<file path="config.mk">
export PLATFORM = sky130hd
export DESIGN_NAME = two_list_sorted_merge
export DESIGN_NICKNAME = d
export VERILOG_FILES = /design/src/rtl/core/tlsm_pkg.sv /design/src/rtl/core/tlsm_ctrl.sv /design/src/rtl/core/tlsm_dpath.sv /design/src/rtl/core/two_list_sorted_merge.sv
export SDC_FILE = /design/constraint.sdc
export NUM_CORES = 2
export LEC_CHECK = 0
export BUFFER_PORTS_ARGS = -buffer_cell sky130_fd_sc_hd__buf_2
export CORE_MARGIN = 1.5
export CORE_UTILIZATION = 45
export DETAILED_ROUTE_END_ITERATION = 6
export PLACE_DENSITY = 0.61
export SLEW_MARGIN = 30
export SYNTH_ARGS = -nofsm -noshare
export SYNTH_HDL_FRONTEND = slang
export SYNTH_SLANG_ARGS = --single-unit
</file>
<file path="constraint.sdc">
create_clock -name i_clk -period 5.4 [get_ports i_clk]
set_clock_uncertainty 0.1 [all_clocks]
set_input_delay 1.08 -clock i_clk [delete_from_list [all_inputs] [get_ports i_clk]]
set_output_delay 1.08 -clock i_clk [all_outputs]
set_load 0.02 [all_outputs]
</file>
<file path="src/rtl/core/tlsm_pkg.sv">
// Package: shared constants and controller/datapath interface types for the list merge.
`default_nettype none
package tlsm_pkg;

    localparam int LIST_DEPTH_DEF = 32;
    localparam int VALUE_W        = 32;
    localparam int S_TDATA_W      = 40;
    localparam int M_TDATA_W      = 32;
    localparam int M_TUSER_W      = 2;

    localparam logic SEL_FIRST  = 1'b0;
    localparam logic SEL_SECOND = 1'b1;

    typedef struct packed {
        logic load;
        logic prep;
        logic step;
        logic emit_empty;
    } t_cmd;

    typedef struct packed {
        logic out_free;
        logic empty;
        logic last;
    } t_sts;

endpackage
`default_nettype wire

</file>
<file path="src/rtl/core/tlsm_ctrl.sv">
// Controller: sequences loading, head prefetch and the merge run.
`default_nettype none
module tlsm_ctrl (
    input  wire logic          i_clk,
    input  wire logic          i_rst_n,
    input  wire logic          i_in_valid,
    input  wire logic          i_in_end,
    input  tlsm_pkg::t_sts     i_sts,
    output logic               o_in_ready,
    output tlsm_pkg::t_cmd     o_cmd
);
    import tlsm_pkg::*;

    typedef enum logic [1:0] {
        S_IDLE,
        S_PREP,
        S_MERGE
    } t_state;

    t_state r_state;
    t_state n_state;

    always_comb begin
        n_state          = r_state;
        o_in_ready       = 1'b0;
        o_cmd            = '0;
        case (r_state)
            S_IDLE: begin
                o_in_ready = 1'b1;
                o_cmd.load = i_in_valid;
                if (i_in_valid && i_in_end) begin
                    n_state = S_PREP;
                end
            end
            S_PREP: begin
                o_cmd.prep = 1'b1;
                if (i_sts.empty) begin
                    if (i_sts.out_free) begin
                        o_cmd.emit_empty = 1'b1;
                        n_state          = S_IDLE;
                    end
                end else begin
                    n_state = S_MERGE;
                end
            end
            S_MERGE: begin
                o_cmd.step = i_sts.out_free;
                if (i_sts.out_free && i_sts.last) begin
                    n_state = S_IDLE;
                end
            end
            default: begin
                n_state = S_IDLE;
            end
        endcase
    end

    always_ff @(posedge i_clk) begin
        if (!i_rst_n) begin
            r_state <= S_IDLE;
        end else begin
            r_state <= n_state;
        end
    end

endmodule
`default_nettype wire

</file>
<file path="src/rtl/core/tlsm_dpath.sv">
// Datapath: list memories, fill/length counters, head compare and output register.
`default_nettype none
module tlsm_dpath #(
    parameter int LIST_DEPTH = tlsm_pkg::LIST_DEPTH_DEF
) (
    input  wire logic                                  i_clk,
    input  wire logic                                  i_rst_n,
    input  tlsm_pkg::t_cmd                             i_cmd,
    input  wire logic                                  i_sel,
    input  wire logic signed [tlsm_pkg::VALUE_W-1:0]   i_value,
    input  wire logic                                  i_has,
    input  wire logic                                  i_end,
    input  wire logic                                  i_out_ready,
    output tlsm_pkg::t_sts                             o_sts,
    output logic                                       o_out_valid,
    output logic signed [tlsm_pkg::VALUE_W-1:0]        o_value,
    output logic                                       o_empty,
    output logic                                       o_trunc,
    output logic                                       o_last
);
    import tlsm_pkg::*;

    localparam int LW = $clog2(LIST_DEPTH + 1);
    localparam int AW = (LIST_DEPTH > 1) ? $clog2(LIST_DEPTH) : 1;
    localparam int TW = LW + 1;
    localparam logic [LW-1:0] DEPTH_L = LW'(LIST_DEPTH);

    logic signed [VALUE_W-1:0] r_mem1 [LIST_DEPTH];
    logic signed [VALUE_W-1:0] r_mem2 [LIST_DEPTH];

    logic [LW-1:0] r_fill1, n_fill1, r_fill2, n_fill2;
    logic [LW-1:0] r_len1, n_len1, r_len2, n_len2;
    logic [1:0]    r_ovf, n_ovf;
    logic          we1, we2;

    logic [LW-1:0] r_i1, n_i1, r_i2, n_i2;
    logic [TW-1:0] r_left, n_left;
    logic signed [VALUE_W-1:0] r_h1, r_h2;
    logic          take1;
    logic          out_free;

    always_comb begin
        n_fill1 = r_fill1;
        n_fill2 = r_fill2;
        n_len1  = r_len1;
        n_len2  = r_len2;
        n_ovf   = r_ovf;
        we1     = 1'b0;
        we2     = 1'b0;
        if (i_cmd.load) begin
            if (i_has) begin
                if (i_sel == SEL_FIRST) begin
                    if (r_fill1 == '0) begin
                        n_ovf[0] = 1'b0;
                    end
                    if (r_fill1 < DEPTH_L) begin
                        we1     = 1'b1;
                        n_fill1 = r_fill1 + 1'b1;
                    end else begin
                        n_ovf[0] = 1'b1;
                    end
                end else begin
                    if (r_fill2 == '0) begin
                        n_ovf[1] = 1'b0;
                    end
                    if (r_fill2 < DEPTH_L) begin
                        we2     = 1'b1;
                        n_fill2 = r_fill2 + 1'b1;
                    end else begin
                        n_ovf[1] = 1'b1;
                    end
                end
            end
            if (i_end) begin
                if (i_sel == SEL_FIRST) begin
                    if (n_fill1 == '0) begin
                        n_ovf[0] = 1'b0;
                    end
                    n_len1  = n_fill1;
                    n_fill1 = '0;
                end else begin
                    if (n_fill2 == '0) begin
                        n_ovf[1] = 1'b0;
                    end
                    n_len2  = n_fill2;
                    n_fill2 = '0;
                end
            end
        end
    end

    assign out_free = !o_out_valid || i_out_ready;
    assign take1    = (r_i2 == r_len2) || ((r_i1 != r_len1) && (r_h1 <= r_h2));

    always_comb begin
        n_i1   = r_i1;
        n_i2   = r_i2;
        n_left = r_left;
        if (i_cmd.prep) begin
            n_i1   = '0;
            n_i2   = '0;
            n_left = TW'(r_len1) + TW'(r_len2);
        end else if (i_cmd.step) begin
            if (take1) begin
                n_i1 = r_i1 + 1'b1;
            end else begin
                n_i2 = r_i2 + 1'b1;
            end
            n_left = r_left - 1'b1;
        end
    end

    assign o_sts.out_free = out_free;
    assign o_sts.empty    = (r_len1 == '0) && (r_len2 == '0);
    assign o_sts.last     = (r_left == TW'(1));

    always_ff @(posedge i_clk) begin
        if (we1) begin
            r_mem1[r_fill1[AW-1:0]] <= i_value;
        end
        if (we2) begin
            r_mem2[r_fill2[AW-1:0]] <= i_value;
        end
        r_h1 <= r_mem1[n_i1[AW-1:0]];
        r_h2 <= r_mem2[n_i2[AW-1:0]];
    end

    always_ff @(posedge i_clk) begin
        if (!i_rst_n) begin
            r_fill1     <= '0;
            r_fill2     <= '0;
            r_len1      <= '0;
            r_len2      <= '0;
            r_ovf       <= '0;
            r_i1        <= '0;
            r_i2        <= '0;
            r_left      <= '0;
            o_out_valid <= 1'b0;
        end else begin
            r_fill1 <= n_fill1;
            r_fill2 <= n_fill2;
            r_len1  <= n_len1;
            r_len2  <= n_len2;
            r_ovf   <= n_ovf;
            r_i1    <= n_i1;
            r_i2    <= n_i2;
            r_left  <= n_left;
            if (i_cmd.step || i_cmd.emit_empty) begin
                o_out_valid <= 1'b1;
            end else if (i_out_ready) begin
                o_out_valid <= 1'b0;
            end
        end
    end

    always_ff @(posedge i_clk) begin
        if (i_cmd.step) begin
            o_value <= take1 ? r_h1 : r_h2;
            o_empty <= 1'b0;
            o_trunc <= |r_ovf;
            o_last  <= (r_left == TW'(1));
        end else if (i_cmd.emit_empty) begin
            o_value <= '0;
            o_empty <= 1'b1;
            o_trunc <= |r_ovf;
            o_last  <= 1'b1;
        end
    end

endmodule
`default_nettype wire

</file>
<file path="src/rtl/core/two_list_sorted_merge.sv">
// Top level: two-way merge of two stored sorted lists over stream channels.
//
//  channel  | dir | tdata                                     | tuser                    | tlast
//  s_axis   | in  | [31:0] element_value, [32] has_element     | [0] operation            | message_end
//  m_axis   | out | [31:0] merged_value                        | [0] merge_empty, [1] truncated | last_of_run
//
// Loading takes one beat per cycle. A beat with tlast starts the head prefetch, then the
// merge issues one result per cycle unless the output stalls (n1 + n2 results, or one empty
// result), set by the single read port of each list memory. Input is refused from the closing
// beat until the last result is loaded into the output register, which holds under stall.
// Reset is synchronous and clears counters, lengths and flags; list contents are not cleared.
`default_nettype none
module two_list_sorted_merge #(
    parameter int LIST_DEPTH = tlsm_pkg::LIST_DEPTH_DEF
) (
    input  wire logic                             i_clk,
    input  wire logic                             i_rst_n,
    input  wire logic                             s_axis_tvalid,
    output logic                                  s_axis_tready,
    input  wire logic [tlsm_pkg::S_TDATA_W-1:0]   s_axis_tdata,  // [31:0] element_value, [32] has_element
    input  wire logic                             s_axis_tuser,  // [0] operation
    input  wire logic                             s_axis_tlast,
    output logic                                  m_axis_tvalid,
    input  wire logic                             m_axis_tready,
    output logic [tlsm_pkg::M_TDATA_W-1:0]        m_axis_tdata,  // [31:0] merged_value
    output logic [tlsm_pkg::M_TUSER_W-1:0]        m_axis_tuser,  // [0] merge_empty, [1] truncated
    output logic                                  m_axis_tlast
);
    import tlsm_pkg::*;

    t_cmd cmd;
    t_sts sts;
    logic signed [VALUE_W-1:0] out_value;
    logic out_empty;
    logic out_trunc;

    tlsm_ctrl u_ctrl (
        .i_clk      (i_clk),
        .i_rst_n    (i_rst_n),
        .i_in_valid (s_axis_tvalid),
        .i_in_end   (s_axis_tlast),
        .i_sts      (sts),
        .o_in_ready (s_axis_tready),
        .o_cmd      (cmd)
    );

    tlsm_dpath #(
        .LIST_DEPTH (LIST_DEPTH)
    ) u_dpath (
        .i_clk       (i_clk),
        .i_rst_n     (i_rst_n),
        .i_cmd       (cmd),
        .i_sel       (s_axis_tuser),
        .i_value     ($signed(s_axis_tdata[VALUE_W-1:0])),
        .i_has       (s_axis_tdata[VALUE_W]),
        .i_end       (s_axis_tlast),
        .i_out_ready (m_axis_tready),
        .o_sts       (sts),
        .o_out_valid (m_axis_tvalid),
        .o_value     (out_value),
        .o_empty     (out_empty),
        .o_trunc     (out_trunc),
        .o_last      (m_axis_tlast)
    );

    assign m_axis_tdata = out_value;
    assign m_axis_tuser = {out_trunc, out_empty};

endmodule
`default_nettype wire

</file>
==> results.yml <==
yosys:
  ys_seq_elements: 2195
  synth_area_um2: 85500
  avgSynthCellArea_um2: 14.7
  syn-num-nets: 5897
  ys_seq_area_share_pct: 75.7
  netlist_instances: 5800
  synthTopCellsByArea: "edfxtp_1 (73%), nand2_1 (5.0%), mux2i_1 (4.9%)"
  synth_top_area_share_pct: 73.1
  synth_ff_type: "edfxtp_1"
  async_flop_share_pct: 0
  yosysTopAreaCell: "edfxtp_1"
  synth_edf_count: 2082
  yosysWarnings: 0
  synth.distinct_cells: 69
floorplanning:
  ios: 83
  start_util_pct: 45.4
  rows: 159
  fp.coreArea_um2: 188000
  fp.dieW_um: 439
  die_height_um: 439
  dieArea_um2: 193000
detailed_routing:
  drc: 0
  firstDrtPassIters: 6
  antenna_left: 0
  drt_iter0_markers: 5665
  vias: 50815
  avgViaCountPerCell: 5.81
  wire_per_inst_um: 27.1
  drt_wl_total_um: 236000
sta:
  final.setup.tns_ps: 0
  hold_slack_ps: 428
  drv_slew: 0
  setup_viol: 0
  rsz0062_at_grt: "no"
  max_freq_mhz: 192
  tightestPinTransition_ps: 971
  min_period_over_period_pct: 96.5
  hold_viol: 0
  max_slew_margin_pct: 35.3
  fin_crit_ps: 5210
cts:
  cts_buffer_depth: 3
  htreeDepth: 4
  ctsHoldBuffers: 0
  tritoncts: "built"
  cts.sinks: 2195
  cts_setup_buffers: 0
  clk_pin_slew_ps: 60
  clock_latency_ps: 860
  cts_root_buf: "clkbuf_16"
  cts_buffers: 209
grt:
  grt_start_max_net_pins: 89
  grt_usage_pct: 24.2
  grt_pass1_vias: 49341
  gr-total-overflow: 0
  grt_pass1_wl_um: 338000
  antenna_found_initial: 19
critical_path:
  cp-startpoint: "u_dpath.r_h2[17]"
  start_kind: "flip-flop"
  critPathRequiredTime_ps: 5980
  reg2reg_from: "u_dpath.r_h2[17]"
  max_stage_delay_ps: 660
  cp.arrival_ps: 5790
  path_delay_family: "buffers and inverters"
  path_class: "flip-flop to flip-flop"
  cp_slowest_cell: "mux2i_4"
  path_buf_inv: 6
  end_kind: "flip-flop"
  critPathMaxFanout: 30
  crit_top_cell: "buf_4"
  critical_path.cell_chain: "inv_1, ha_1, nand4_1, nor4_1, o31ai_2, buf_4, a211oi_4, buf_12, mux2i_4, buf_4, buf_12, buf_4, nand2_1, a32oi_1, a31oi_1, a211oi_1"
pwr:
  power_density_nw_per_um2: 353
  p_leak_nw: 33.6
  vdd_drop_max_v: 0.000303
final_layout:
  nNetsFinal: 6161
  regArea_um2: 64800
  area_delta_synth_final_pct: 15.1
  multiInputGateArea_um2: 19900
  mostFrequentLayoutCells: "edfxtp_1 (2,082), nand2_1 (1,146), mux2i_1 (415), nand3_1 (400), buf_4 (269)"
  fill_cells: 15348
  design_area_um2: 98400
  utilization_pct: 52.3
  drive_gt1_share_pct: 14.1
  layout_commonest_cell: "edfxtp_1"
placement:
  placed_area_um2: 91500
  routabilityCongestion: 0.875
  dp_hpwl_um: 134000
  port-buffer-count: 75
min_path:
  hold_class: "flip-flop to flip-flop"
  min_from: "u_dpath.r_ovf[1]"
run:
  drv_cap: 0
outcome:
  outcome: "finished, final reports clean"
## final cells by class
cell class              count  share of cell area, %
clock inverters           120                   1.31
flip-flops and latches   2195                   65.8
well taps                2495                   3.17
multi-input cells        3210                   20.3
repair buffers            400                   3.57
clock buffers             260                   5.63
inverters                  48                  0.183
diodes                     11                 0.0280
## stage by stage
step / total power [mW] / cells / setup slack, ps
CTS: 34.9 / 8728 / 44.6
detailed placement: 20.3 / 8348 / -2.13
floorplan: 19.7 / 5800 / 1700
finish: 34.7 / 8739 / 189
global placement: 20.3 / 8347 / -131
global route: 35.6 / 8733 / 31.3
## state kept, by name, indices dropped and copies added, names as in the netlist, 6 cells and up
signal           cells
u_dpath.r_h1        32
u_dpath.o_value     32
u_dpath.r_fill2      6
u_dpath.r_left       7
u_dpath.r_i1         6
u_dpath.r_len2       6
u_dpath.r_len1       6
u_dpath.r_fill1      6
u_dpath.r_mem2    1024
u_dpath.r_h2        32
u_dpath.r_mem1    1024
u_dpath.r_i2         6
## tightest hold or removal path: stages (launching register included)
cell and delay, ps:
dfxtp_1 320, o21ai_0 70, a221oi_1 80
## where the power goes
part / leakage, nW / internal, mW / switching (mW)
Combinational: 10.6 / 0.321 / 0.879
Clock: 3.32 / 8.45 / 6.29
Sequential: 19.7 / 18.7 / 0.0757
Total: 33.6 / 27.5 / 7.24
## kinds of logic after synthesis
| kind of cell | Yosys count | synth area share, % |
|---|---|---|
| compound gates | 797 | 6.40 |
| flops | 2195 | 75.7 |
| simple gates | 1841 | 9.08 |
| fa+ha+maj | 51 | 0.755 |
| buf+inv | 395 | 1.87 |
| mux | 483 | 5.77 |
| xor+xnor | 38 | 0.389 |
## per-layer routing
| metal | up-vias | share of wire, % | GRT usage (%) |
|---|---|---|---|
| met3 | 385 | 6.6 | 3.15 |
| met1 | 25788 | 41 | 32.0 |
| met5 | - | 0 | 0 |
| met2 | 1969 | 48 | 39.9 |
| met4 | 0 | 4.7 | 11.0 |
| li1 | 22673 | - | - |
## synth_stat cells, types with 6 or more instances
cell type and number:
nand2b_1 12, a211oi_1 46, a32oi_1 132, dfxtp_1 113
clkbuf_1 238, nor4_1 14, inv_1 48, o22ai_1 95
or3_1 6, a31oi_1 198, buf_1 33, xor2_1 17
o21ai_1 19, nand3_1 402, nor3_1 56, a21oi_1 69
edfxtp_1 2082, mux2i_1 415, a221oi_1 34, nand3b_1 8
buf_2 68, xnor2_1 21, o21ai_0 100, ha_1 50
buf_4 8, nor2_1 144, nand4_1 14, a21o_1 7
mux2_2 66, nand2_1 1147, o221ai_1 33, a22oi_1 35
## worst paths after layout
path,endpoint,slack [ps],depth (start not counted)
setup / recovery,u_dpath.r_h2[15],190,16
hold reg to reg,u_dpath.r_ovf[1],430,2
hold / removal,u_dpath.r_ovf[1],430,2
setup reg to reg,u_dpath.r_h2[15],190,16
## repair_timing
action / 4_1_cts / 5_1_grt
pin swaps: 0 / 0
gates resized for setup: 1 / 4
setup endpoints to repair: 1 / 4
(Power assumes the default switching activity.)
